===== src/dif_pkg.sv =====
// Package for the delimited integer field parser: types, codes, widths.
// Depends on nothing.
package dif_pkg;

    localparam int BYTE_W = 8;
    localparam int ACC_W  = 60;
    localparam int VAL_W  = 61;
    localparam int CNT_W  = 5;
    localparam int PH_W   = 3;
    localparam int ADDR_W = 3;
    localparam int DATA_W = 32;

    localparam logic [PH_W-1:0] PH_LEAD = 3'd0;
    localparam logic [PH_W-1:0] PH_NUM  = 3'd1;
    localparam logic [PH_W-1:0] PH_N    = 3'd2;
    localparam logic [PH_W-1:0] PH_NA   = 3'd3;
    localparam logic [PH_W-1:0] PH_BAD  = 3'd4;

    localparam logic [1:0] ST_VALID = 2'd0;
    localparam logic [1:0] ST_NA    = 2'd1;
    localparam logic [1:0] ST_BAD   = 2'd2;

    localparam logic [1:0] END_SEP = 2'd0;
    localparam logic [1:0] END_EOL = 2'd1;
    localparam logic [1:0] END_EOI = 2'd2;

    localparam logic REG_SEP = 1'b0;
    localparam logic REG_EOL = 1'b1;

    localparam logic [BYTE_W-1:0] SEP_RESET = 8'd44;
    localparam logic [BYTE_W-1:0] EOL_RESET = 8'd10;

    localparam logic [BYTE_W-1:0] CH_SPACE = 8'h20;
    localparam logic [BYTE_W-1:0] CH_TAB   = 8'h09;
    localparam logic [BYTE_W-1:0] CH_CR    = 8'h0D;
    localparam logic [BYTE_W-1:0] CH_PLUS  = 8'h2B;
    localparam logic [BYTE_W-1:0] CH_MINUS = 8'h2D;
    localparam logic [BYTE_W-1:0] CH_ZERO  = 8'h30;
    localparam logic [BYTE_W-1:0] CH_NINE  = 8'h39;
    localparam logic [BYTE_W-1:0] CH_N     = 8'h4E;
    localparam logic [BYTE_W-1:0] CH_A     = 8'h41;

    localparam logic [ACC_W-1:0] FIT_POS_MAX = 60'd2147483647;
    localparam logic [ACC_W-1:0] FIT_NEG_MAX = 60'd2147483648;

    typedef struct packed {
        logic [BYTE_W-1:0] sep;
        logic [BYTE_W-1:0] eol;
    } dif_cfg_t;

    typedef struct packed {
        logic signed [VAL_W-1:0] value;
        logic [1:0]              status;
        logic                    fits;
        logic [1:0]              ended_by;
    } dif_result_t;

endpackage


===== src/delimited_integer_field_parser.sv =====
// Top level of the delimited integer field parser.
// Depends on dif_pkg, dif_apb_regs, dif_parser, dif_out_reg.
//
// Usage:
//   Input channel (s_*): one text byte per request, or an end marker that
//   closes the current field. Output channel (m_*): one request per field
//   end, carrying value, status, 32-bit fit flag and terminator kind.
//   APB port: separator byte at 0x0, line end byte at 0x4; write only
//   while idle. pready is tied high.
//   A terminating byte passes through the input register, then the result
//   register, before its result shows on m_*.
//   Throughput: one byte per cycle unless m_* stalls, set by the single
//   multiply-by-ten-add step between the input register and parser state.
//   Stall: while a result waits on m_ready, one more byte is taken into
//   the input register; then s_ready drops until the result is taken.
//   Reset: synchronous, active low; clears the parser state, both
//   channels and sets separator to ',' and line end to LF.
module delimited_integer_field_parser
    import dif_pkg::*;
#(
    parameter int MAX_FIELD_CHARS = 18
)
(
    input  logic                    aclk,
    input  logic                    aresetn,
    input  logic                    psel,
    input  logic                    penable,
    input  logic                    pwrite,
    input  logic [ADDR_W-1:0]       paddr,
    input  logic [DATA_W-1:0]       pwdata,
    output logic [DATA_W-1:0]       prdata,
    output logic                    pready,
    input  logic                    s_valid,
    output logic                    s_ready,
    input  logic [BYTE_W-1:0]       s_text_byte,
    input  logic                    s_end_marker,
    output logic                    m_valid,
    input  logic                    m_ready,
    output logic signed [VAL_W-1:0] m_field_value,
    output logic [1:0]              m_field_status,
    output logic                    m_fits_32,
    output logic [1:0]              m_ended_by
);

    dif_cfg_t          cfg;
    dif_result_t       res, out_data;
    logic              has_result, advance;
    logic              in_valid_reg, in_valid_next;
    logic [BYTE_W-1:0] in_byte_reg;
    logic              in_end_reg;

    dif_apb_regs u_regs (
        .aclk    (aclk),
        .aresetn (aresetn),
        .psel    (psel),
        .penable (penable),
        .pwrite  (pwrite),
        .paddr   (paddr),
        .pwdata  (pwdata),
        .prdata  (prdata),
        .pready  (pready),
        .cfg     (cfg)
    );

    assign advance = in_valid_reg && (!m_valid || m_ready);
    assign s_ready = !in_valid_reg || advance;

    always_comb begin
        in_valid_next = in_valid_reg;
        if (s_valid && s_ready) begin
            in_valid_next = 1'b1;
        end else if (advance) begin
            in_valid_next = 1'b0;
        end
    end

    always_ff @(posedge aclk) begin
        if (!aresetn) begin
            in_valid_reg <= 1'b0;
        end else begin
            in_valid_reg <= in_valid_next;
        end
    end

    always_ff @(posedge aclk) begin
        if (s_valid && s_ready) begin
            in_byte_reg <= s_text_byte;
            in_end_reg  <= s_end_marker;
        end
    end

    dif_parser #(
        .MAX_FIELD_CHARS (MAX_FIELD_CHARS)
    ) u_parser (
        .aclk       (aclk),
        .aresetn    (aresetn),
        .cfg        (cfg),
        .step       (advance),
        .text_byte  (in_byte_reg),
        .end_marker (in_end_reg),
        .has_result (has_result),
        .result     (res)
    );

    dif_out_reg u_out (
        .aclk      (aclk),
        .aresetn   (aresetn),
        .load      (advance && has_result),
        .load_data (res),
        .m_ready   (m_ready),
        .m_valid   (m_valid),
        .m_data    (out_data)
    );

    assign m_field_value  = out_data.value;
    assign m_field_status = out_data.status;
    assign m_fits_32      = out_data.fits;
    assign m_ended_by     = out_data.ended_by;

endmodule


===== src/dif_apb_regs.sv =====
// APB-style register file holding the separator and line end bytes.
// Depends on dif_pkg.
module dif_apb_regs
    import dif_pkg::*;
(
    input  logic              aclk,
    input  logic              aresetn,
    input  logic              psel,
    input  logic              penable,
    input  logic              pwrite,
    input  logic [ADDR_W-1:0] paddr,
    input  logic [DATA_W-1:0] pwdata,
    output logic [DATA_W-1:0] prdata,
    output logic              pready,
    output dif_cfg_t          cfg
);

    logic [BYTE_W-1:0] sep_reg, sep_next;
    logic [BYTE_W-1:0] eol_reg, eol_next;
    logic              wr_en;

    assign pready = 1'b1;
    assign wr_en  = psel && penable && pwrite && pready;

    always_comb begin
        sep_next = sep_reg;
        eol_next = eol_reg;
        if (wr_en) begin
            case (paddr[2])
                REG_SEP: sep_next = pwdata[BYTE_W-1:0];
                REG_EOL: eol_next = pwdata[BYTE_W-1:0];
                default: ;
            endcase
        end
    end

    always_ff @(posedge aclk) begin
        if (!aresetn) begin
            sep_reg <= SEP_RESET;
            eol_reg <= EOL_RESET;
        end else begin
            sep_reg <= sep_next;
            eol_reg <= eol_next;
        end
    end

    always_comb begin
        case (paddr[2])
            REG_SEP: prdata = {{(DATA_W-BYTE_W){1'b0}}, sep_reg};
            REG_EOL: prdata = {{(DATA_W-BYTE_W){1'b0}}, eol_reg};
            default: prdata = '0;
        endcase
    end

    assign cfg.sep = sep_reg;
    assign cfg.eol = eol_reg;

endmodule


===== src/dif_parser.sv =====
// Field parser state and per-byte next-state / result logic.
// Depends on dif_pkg.
module dif_parser
    import dif_pkg::*;
#(
    parameter int MAX_FIELD_CHARS = 18
)
(
    input  logic              aclk,
    input  logic              aresetn,
    input  dif_cfg_t          cfg,
    input  logic              step,
    input  logic [BYTE_W-1:0] text_byte,
    input  logic              end_marker,
    output logic              has_result,
    output dif_result_t       result
);

    localparam logic [CNT_W-1:0] MAX_CNT = CNT_W'(MAX_FIELD_CHARS);
    localparam logic [CNT_W-1:0] SAT_CNT = CNT_W'(MAX_FIELD_CHARS + 1);

    logic [PH_W-1:0]  phase_reg, phase_next;
    logic             neg_reg, neg_next;
    logic [ACC_W-1:0] acc_reg, acc_next;
    logic [CNT_W-1:0] cnt_reg, cnt_next;

    logic             is_sep, is_eol, is_blank, is_sign, is_digit;
    logic [3:0]       digit;
    logic [ACC_W-1:0] acc_mac;
    logic [VAL_W-1:0] mag;

    assign is_sep   = (text_byte == cfg.sep);
    assign is_eol   = (text_byte == cfg.eol);
    assign is_blank = (text_byte == CH_SPACE) ||
                      (text_byte >= CH_TAB && text_byte <= CH_CR);
    assign is_sign  = (text_byte == CH_PLUS) || (text_byte == CH_MINUS);
    assign is_digit = (text_byte >= CH_ZERO) && (text_byte <= CH_NINE);
    assign digit    = text_byte[3:0];
    assign acc_mac  = (acc_reg << 3) + (acc_reg << 1) + ACC_W'(digit);
    assign mag      = {1'b0, acc_reg};

    assign has_result = end_marker || is_sep || is_eol;

    always_comb begin
        result.value    = '0;
        result.fits     = 1'b0;
        result.status   = ST_BAD;
        result.ended_by = end_marker ? END_EOI : (is_sep ? END_SEP : END_EOL);
        if (phase_reg == PH_LEAD || phase_reg == PH_NA) begin
            result.status = ST_NA;
        end else if (phase_reg == PH_NUM && cnt_reg != '0 && cnt_reg <= MAX_CNT) begin
            result.status = ST_VALID;
            if (neg_reg) begin
                result.value = -$signed(mag);
                result.fits  = (acc_reg <= FIT_NEG_MAX);
            end else begin
                result.value = $signed(mag);
                result.fits  = (acc_reg <= FIT_POS_MAX);
            end
        end
    end

    always_comb begin
        phase_next = phase_reg;
        neg_next   = neg_reg;
        acc_next   = acc_reg;
        cnt_next   = cnt_reg;
        if (has_result) begin
            phase_next = PH_LEAD;
            neg_next   = 1'b0;
            acc_next   = '0;
            cnt_next   = '0;
        end else begin
            case (phase_reg)
                PH_LEAD: begin
                    if (is_blank) begin
                        phase_next = PH_LEAD;
                    end else if (is_sign) begin
                        neg_next   = (text_byte == CH_MINUS);
                        cnt_next   = CNT_W'(1);
                        phase_next = PH_NUM;
                    end else if (is_digit) begin
                        acc_next   = ACC_W'(digit);
                        cnt_next   = CNT_W'(1);
                        phase_next = PH_NUM;
                    end else if (text_byte == CH_N) begin
                        phase_next = PH_N;
                    end else begin
                        phase_next = PH_BAD;
                    end
                end
                PH_NUM: begin
                    if (is_digit) begin
                        if (cnt_reg < MAX_CNT) begin
                            acc_next = acc_mac;
                        end
                        if (cnt_reg < SAT_CNT) begin
                            cnt_next = cnt_reg + CNT_W'(1);
                        end
                    end else begin
                        phase_next = PH_BAD;
                    end
                end
                PH_N: begin
                    phase_next = (text_byte == CH_A) ? PH_NA : PH_BAD;
                end
                default: begin
                    phase_next = PH_BAD;
                end
            endcase
        end
    end

    always_ff @(posedge aclk) begin
        if (!aresetn) begin
            phase_reg <= PH_LEAD;
            neg_reg   <= 1'b0;
            acc_reg   <= '0;
            cnt_reg   <= '0;
        end else if (step) begin
            phase_reg <= phase_next;
            neg_reg   <= neg_next;
            acc_reg   <= acc_next;
            cnt_reg   <= cnt_next;
        end
    end

endmodule


===== src/dif_out_reg.sv =====
// Result register of the parser: holds one finished request for the sink.
// Depends on dif_pkg.
module dif_out_reg
    import dif_pkg::*;
(
    input  logic        aclk,
    input  logic        aresetn,
    input  logic        load,
    input  dif_result_t load_data,
    input  logic        m_ready,
    output logic        m_valid,
    output dif_result_t m_data
);

    logic        valid_reg, valid_next;
    dif_result_t data_reg;

    always_comb begin
        valid_next = valid_reg;
        if (load) begin
            valid_next = 1'b1;
        end else if (m_ready) begin
            valid_next = 1'b0;
        end
    end

    always_ff @(posedge aclk) begin
        if (!aresetn) begin
            valid_reg <= 1'b0;
        end else begin
            valid_reg <= valid_next;
        end
    end

    always_ff @(posedge aclk) begin
        if (load) begin
            data_reg <= load_data;
        end
    end

    assign m_valid = valid_reg;
    assign m_data  = data_reg;

endmodule


===== config.mk =====
export PLATFORM = sky130hd
export DESIGN_NAME = delimited_integer_field_parser
export DESIGN_NICKNAME = d
export VERILOG_FILES = /design/src/dif_pkg.sv /design/src/delimited_integer_field_parser.sv /design/src/dif_apb_regs.sv /design/src/dif_parser.sv /design/src/dif_out_reg.sv
export SDC_FILE = /design/constraint.sdc
export NUM_CORES = 1
export LEC_CHECK = 0
export BUFFER_PORTS_ARGS = -buffer_cell sky130_fd_sc_hd__buf_2
export CAP_MARGIN = 20
export CORE_ASPECT_RATIO = 1.4
export CORE_UTILIZATION = 54
export DETAILED_ROUTE_END_ITERATION = 8
export PLACE_DENSITY = 0.78
export SETUP_SLACK_MARGIN = 0.5
export SLEW_MARGIN = 15
export SYNTH_ARGS = -nofsm -noshare
export SYNTH_HDL_FRONTEND = slang
export SYNTH_HIERARCHICAL = 1
export SYNTH_SLANG_ARGS = --single-unit

===== constraint.sdc =====
create_clock -name aclk -period 3.4 [get_ports aclk]
set_input_delay 0.17 -clock aclk [delete_from_list [all_inputs] [get_ports aclk]]
set_output_delay 0.17 -clock aclk [all_outputs]
set_load 0.02 [all_outputs]

Word-level counts from Yosys, hierarchy flattened
Cells that the tools add are included.
- bits in read-only memories: 0
- input bits: 51
- register bits: 162
- memories kept: 0
- latch bits: 0
- RAM bits: 0
- word-level logic and storage cells: 118
- equality and inequality tests: 19
- reduce and logical (&&, ||, !) cells: 33
- $mul: 0
- order comparisons: 9
- bitwise gates (word level): 3
- divide/modulo/power cells: 0
- $add $sub $neg: 4
- shifts and indexed selects: 0
- mux-type cells: 35
- operators by type and width (operator ; count):
    two-way mux 60 bit ; 7
    one-hot mux 60 bit (2 select lines) ; 1
    one-hot mux 32 bit (2 select lines) ; 1
    negation 60 -> 61 bit ; 1
    adder 60 x 4 -> 60 bit ; 1
    adder 60 bit ; 1
    <= comparator 60 x 31 -> 1 bit, second input constant ; 1
    <= comparator 60 x 32 -> 1 bit, second input constant ; 1
    two-way mux 5 bit ; 6
    == test 8 x 6 -> 1 bit, second input constant ; 3
    two-way mux 3 bit ; 8
    == test 8 x 7 -> 1 bit, second input constant ; 2
    == test 8 bit ; 2
    inequality test 3 bit, second input constant ; 5
    less-than comparator 5 bit, second input constant ; 2
    two-way mux 1 bit ; 10
    one-hot mux 5 bit (2 select lines) ; 1
    logical AND 1 bit ; 9
    one-hot mux 3 bit (3 select lines) ; 1
    greater-or-equal comparator 8 x 4 -> 1 bit, second input constant ; 1
    greater-or-equal comparator 8 x 6 -> 1 bit, second input constant ; 1
    <= comparator 8 x 4 -> 1 bit, second input constant ; 1
    <= comparator 8 x 6 -> 1 bit, second input constant ; 1
    nonzero test 2 bit ; 4
    other kinds (19) ; 32

Depth between registers and ports, before layout
- depth after elaboration: 7
- mapped depth: 15

Modules after synthesis
The synthesis kept the hierarchy.
- by module, submodules not included (module ; times used ; sequential area each (µm²) ; cells an instance ; area an instance (µm²)):
    dif_parser ; 1 ; 1381.3 ; 1124 ; 8489.4
    dif_out_reg ; 1 ; 2001.9 ; 69 ; 2023.2
    dif_apb_regs ; 1 ; 320.3 ; 104 ; 987.2
    delimited_integer_field_parser ; 1 ; 290.3 ; 17 ; 354.1

Worst setup path before layout
Ideal clock, no wire load.
- path type: register to register
- start point: register in_byte_reg[1]
- end point: register u_out.data_reg, in the netlist u_out/m_data[0], enable pin
- arrival time: 3.230 ns
- buffers on the path: 2
- stages on the path, launching flop included: 8
- slack: -0.262 ns
- setup time: 0.432 ns
- period minus slack after synthesis: 3.662 ns
- cell sequence: edfxtp_1 > clkbuf_1 > xor2_1 > nor4_1 > a21oi_1 > o21ai_0 > clkbuf_1 > and3_1
- word-level cells in the longest chain between the ends: 4
- RTL lines (what ; RTL line ; text):
    start: declaration ; delimited_integer_field_parser.sv:49 ; logic [BYTE_W-1:0] in_byte_reg;
    start signal: assignment ; delimited_integer_field_parser.sv:87 ; in_byte_reg <= s_text_byte;
    == test 8 bit ; dif_parser.sv:32 ; assign is_sep = (text_byte == cfg.sep);
    logical OR 1 bit ; dif_parser.sv:42 ; assign has_result = end_marker || is_sep || is_eol;
    logical OR 1 bit * ; dif_parser.sv:42 ;
    named net has_result ; delimited_integer_field_parser.sv:47 ; logic has_result, advance;
    logical AND 1 bit * ; delimited_integer_field_parser.sv:108 ; .load (advance && has_result),
    end signal: assignment ; dif_out_reg.sv:37 ; data_reg <= load_data;
    end: declaration ; dif_out_reg.sv:16 ; dif_result_t data_reg;
Mark *: on every way through the listed nets, which the timed path passes. The rest lies on a longest branch.
A chain may end at the register's enable or synchronous reset.

Worst setup path after layout
- start point: register in_byte_reg[3]
- end point: register u_parser.acc_reg[51]
- word-level cells in the longest chain between the ends: 5
- RTL lines (what ; RTL line ; text):
    adder 60 x 4 -> 60 bit, or another cell as far along ; dif_parser.sv:39 ; assign acc_mac = (acc_reg << 3) + (acc_reg << 1) + ACC_W'(digit);
    two-way mux 60 bit, or another cell as far along ; dif_parser.sv:94 ; if (cnt_reg < MAX_CNT) begin
    two-way mux 60 bit, or another cell as far along ; dif_parser.sv:93 ; if (is_digit) begin
    one-hot mux 60 bit (2 select lines), or another cell as far along ; dif_parser.sv:74 ; case (phase_reg)
    two-way mux 60 bit / AND reduction 7 bit (equally long branches) ; - ;
    end signal: assignment ; dif_parser.sv:123 ; acc_reg <= acc_next;
    end: declaration ; dif_parser.sv:24 ; logic [ACC_W-1:0] acc_reg, acc_next;
Parallel ways exist; a longest one is shown, timed or not. The select of a mux whose other input is x is not followed.

==> metrics.md <==
| Metric | Value |
|---|---|
| Status | finished clean |
| Routed Antenna Nets | 0 |
| DR vias | 10479 |
| First-pass GRT wire length | 49290 um |
| Top post-synthesis cells by count | nand2_1, ha_1, nor2_1, o21ai_0, xor2_1 |
| Clock Pin Slew Worst Setup and Hold Paths | 0.07 ns |
| Max FFs per register | 66 |
| Routed len/inst | 17.42 um |
| Largest net degree at the start of global routing | 45 |
| Number of global-route vias before repair | 10285 |
| Kind of critical path | flip-flop to flip-flop |
| Chip height | 177.3 um |
| FFs w/ async S/R, synth | 0 |
| CTS tree | built |
| Avg Cell Area, Syn | 9.021 um2 |
| Final nets | 1665 |
| Clock Skews | 0.01752 ns |
| HP Class | input port to flip-flop |
| CTS buffer count | 17 |
| Root buf cell | clkbuf_16 |
| IO Pins | 152 |
| Max_slew headroom | 0.4385 |
| Drt first pass iters | 5 |
| Die width | 127.2 um |
| Switching part of the total | 0.2498 |
| Post-Synthesis Cells | 1314 |
| Non-filler cells, final | 1799 |
| TritonCTS Sinks | 162 |
| GRT Util Overall | 0.2724 |
| Net Switching | 1.108 mW |
| CP Launch Type | flip-flop |
| Max-Cap Viols | 0 |
| Hold Fails Final Rpt | 0 |
| Placed cell count | 1697 |
| Worst EP required | 3.77 ns |
| Final wirelength | 31340 um |
| Area leader, netlist | edfxtp_1 |
| Post-synthesis sequential area ratio | 0.3369 |
| Initial core utilization | 0.5549 |
| Critical Path AT | 3.76 ns |
| Port buffer count | 100 |
| Maximum fanout along the worst path | 3 |
| Fmax | 0.2952 GHz |
| Layout cells sized above 1 | 0.2694 |
| H-tree depth | 4 |
| Post-layout power | 4.433 mW |
| CP max-delay cell | fa_2 |
| DRC | 0 |
| Synth Register Bits | 162 |
| Final period util | 0.9962 |
| RSZ-0062 raised after global routing | yes |
| Dpl hpwl | 21020 um |
| CP Depth | 14 |
| Critical path endpoint category | flip-flop |
| Filler cells | 1523 |
| Final antenna diode count | 0 |
| Sequential share of power | 0.473 |
| Top-area cell type share of the netlist area | 0.1900 |
| Most frequent cell after synthesis | nand2_1 |
| GPL Wtd Cong | 0.9297 |
| Grt ovf | 0 |
| Cell Int Power | 3.325 mW |
| Pwr Density | 295.2 nW/um2 |
| Critical path buffers and inverters | 3 |
| Max IR drop VDD | 0.3260 mV |
| Cell Chain, Critical Path | inv_2 > fa_2 > inv_1 > ha_4 > a211o_1 > a211oi_2 > o22ai_2 > and3_1 > o31a_1 > a21oi_4 > o21ai_4 > buf_4 > xnor2_2 > o21ai_0 |
| Min Tclk post-route | 3.387 ns |
| Die area | 22560 um2 |
| Syn-to-layout area delta | 26.69% |
| Area contributors post-synth | edfxtp_1, dfxtp_1, ha_1 |
| Initial antenna violation count | 0 |
| Crit path max-delay family | compound AO/OA/AOI/OAI gates |
| Synth Cell Area | 11850 um2 |
| Clock latency on the worst-skew pair | 0.45 ns |
| Hold Path Depth | 3 |
| Slew Limit Fails | 0 |
| Worst R2R Path Depth | 14 |
| Comb pwr share | 0.094 |
| Dpl cell area | 13030 um2 |
| Rows | 63 |
| Core box area | 21360 um2 |
| Actual slew at the worst max-slew pin | 0.8422 ns |
| Clock share of power | 0.432 |
| Endpoints failing setup | 0 |
| Static Leakage | 6.515 nW |
| Initial DRC count | 726 |
| Crit-path max cell delay | 0.55 ns |
| EDFF count, synth | 75 |
| DR vias/cell | 5.825 |
| Distinct cells, synth | 76 |
| Post-route cell area | 15020 um2 |
| Syn. warnings | 6 |
| Max Buffers Root-to-Sink | 2 |
| Synth Flop Type | dfxtp_1 |
-- metrics by stage --
step	hold WS, ns	setup slack (ns)	util	TNS (ns)
2_1_floorplan	0.2689	0.1975	-	0
3_3_place_gp	0.3512	0.06296	0.6101	0
5_1_grt	0.006324	-0.1160	0.7030	-0.8385
3_5_place_dp	0.3501	-0.01929	0.6101	-0.04089
6_report	0.007637	0.01301	0.7030	0
4_1_cts	0.0005188	-0.01786	0.6814	-0.02217
-- tightest hold or removal path, cell delays in order --
cell and delay [ns]:
buf_2 0.08, nor2b_1 0.04, mux2i_1 0.11
-- routing by layer --
layer / up-vias / track usage / share of wire
met5: - / 0 / 0
met4: 0 / 0.1339 / 0.038
met3: 103 / 0.03678 / 0.037
met2: 330 / 0.4888 / 0.52
met1: 4945 / 0.3176 / 0.41
li1: 5101 / - / -
-- final timing paths --
check	start	to	slack, ns
max reg2reg	in_byte_reg[3]$_DFFE_PP_	u_parser/acc_reg[51]$_SDFFE_PN0P_	0.01
min	pwdata[3]	u_regs/eol_reg[3]$_SDFFE_PN1P_	0.008
min reg2reg	in_end_reg$_DFFE_PP_	u_out/m_data[1]$_DFFE_PP_	0.49
max	in_byte_reg[3]$_DFFE_PP_	u_parser/acc_reg[51]$_SDFFE_PN0P_	0.01
-- power by group through the flow --
| stage | sequential (mW) | clock, mW | combinational (mW) |
|---|---|---|---|
| 3_3_place_gp | 2.14 | 0 | 0.307 |
| 2_1_floorplan | 2.17 | 0 | 0.203 |
| 3_5_place_dp | 2.14 | 0 | 0.314 |
| 4_1_cts | 2.10 | 1.94 | 0.383 |
| 6_report | 2.10 | 1.92 | 0.419 |
| 5_1_grt | 2.10 | 2.02 | 0.446 |
-- cells in the final DEF, fill, tap and decap left out, types with 20 or more instances in the layout --
| cell type | netlist | routed |
|---|---|---|
| o21ai_0 | 98 | 63 |
| a21oi_1 | 76 | 63 |
| nand4_1 | 20 | 20 |
| edfxtp_1 | 75 | 75 |
| mux2i_1 | 21 | 21 |
| a21o_1 | 36 | 36 |
| buf_4 | 26 | 77 |
| buf_6 | 3 | 31 |
| buf_2 | 4 | 100 |
| conb_1 | 2 | 25 |
| dfxtp_1 | 87 | 71 |
| xnor2_1 | 37 | 30 |
| nor2b_1 | 43 | 41 |
| a22oi_1 | 21 | 21 |
| inv_1 | 24 | 20 |
| ha_1 | 118 | 114 |
| xor2_1 | 94 | 89 |
| nor2_1 | 103 | 98 |
| nand2_1 | 130 | 123 |
-- logic make-up (layout without fill, tap and decap cells) --
family | count (synthesis) | count (layout) | synth area share
flip-flops | 162 | 162 | 0.3369
XOR/XNOR | 131 | 131 | 0.09679
AND/OR/NAND/NOR | 412 | 412 | 0.1771
adder cells (fa/ha/maj) | 120 | 120 | 0.1279
multiplexers | 29 | 29 | 0.02533
other | 2 | 25 | 0.0006335
buffers and inverters | 112 | 282 | 0.04602
AO/OA/AOI/OAI | 346 | 346 | 0.1893
-- timing repair --
item | CTS | global route
hold buffers | 16 | 0
buffers inserted | 41 | 13
hold endpoints to repair | 19 | 0
gates resized for setup | 102 | 70
setup endpoints to repair | 69 | 96
pin swaps | 76 | 61
-- final cells by class --
| class | count | area (um2) | area share |
|---|---|---|---|
| Clock buffer | 20 | 467.9 | 0.03116 |
| Clock inverter | 12 | 121.4 | 0.008081 |
| Inverter | 24 | 90.09 | 0.005998 |
| Multi-Input combinational cell | 1063 | 8329 | 0.5546 |
| Sequential cell | 162 | 4016 | 0.2674 |
| Tap cell | 292 | 365.4 | 0.02433 |
| Timing Repair Buffer | 226 | 1628 | 0.1084 |
Note: power is estimated with default switching activity, not from simulation.
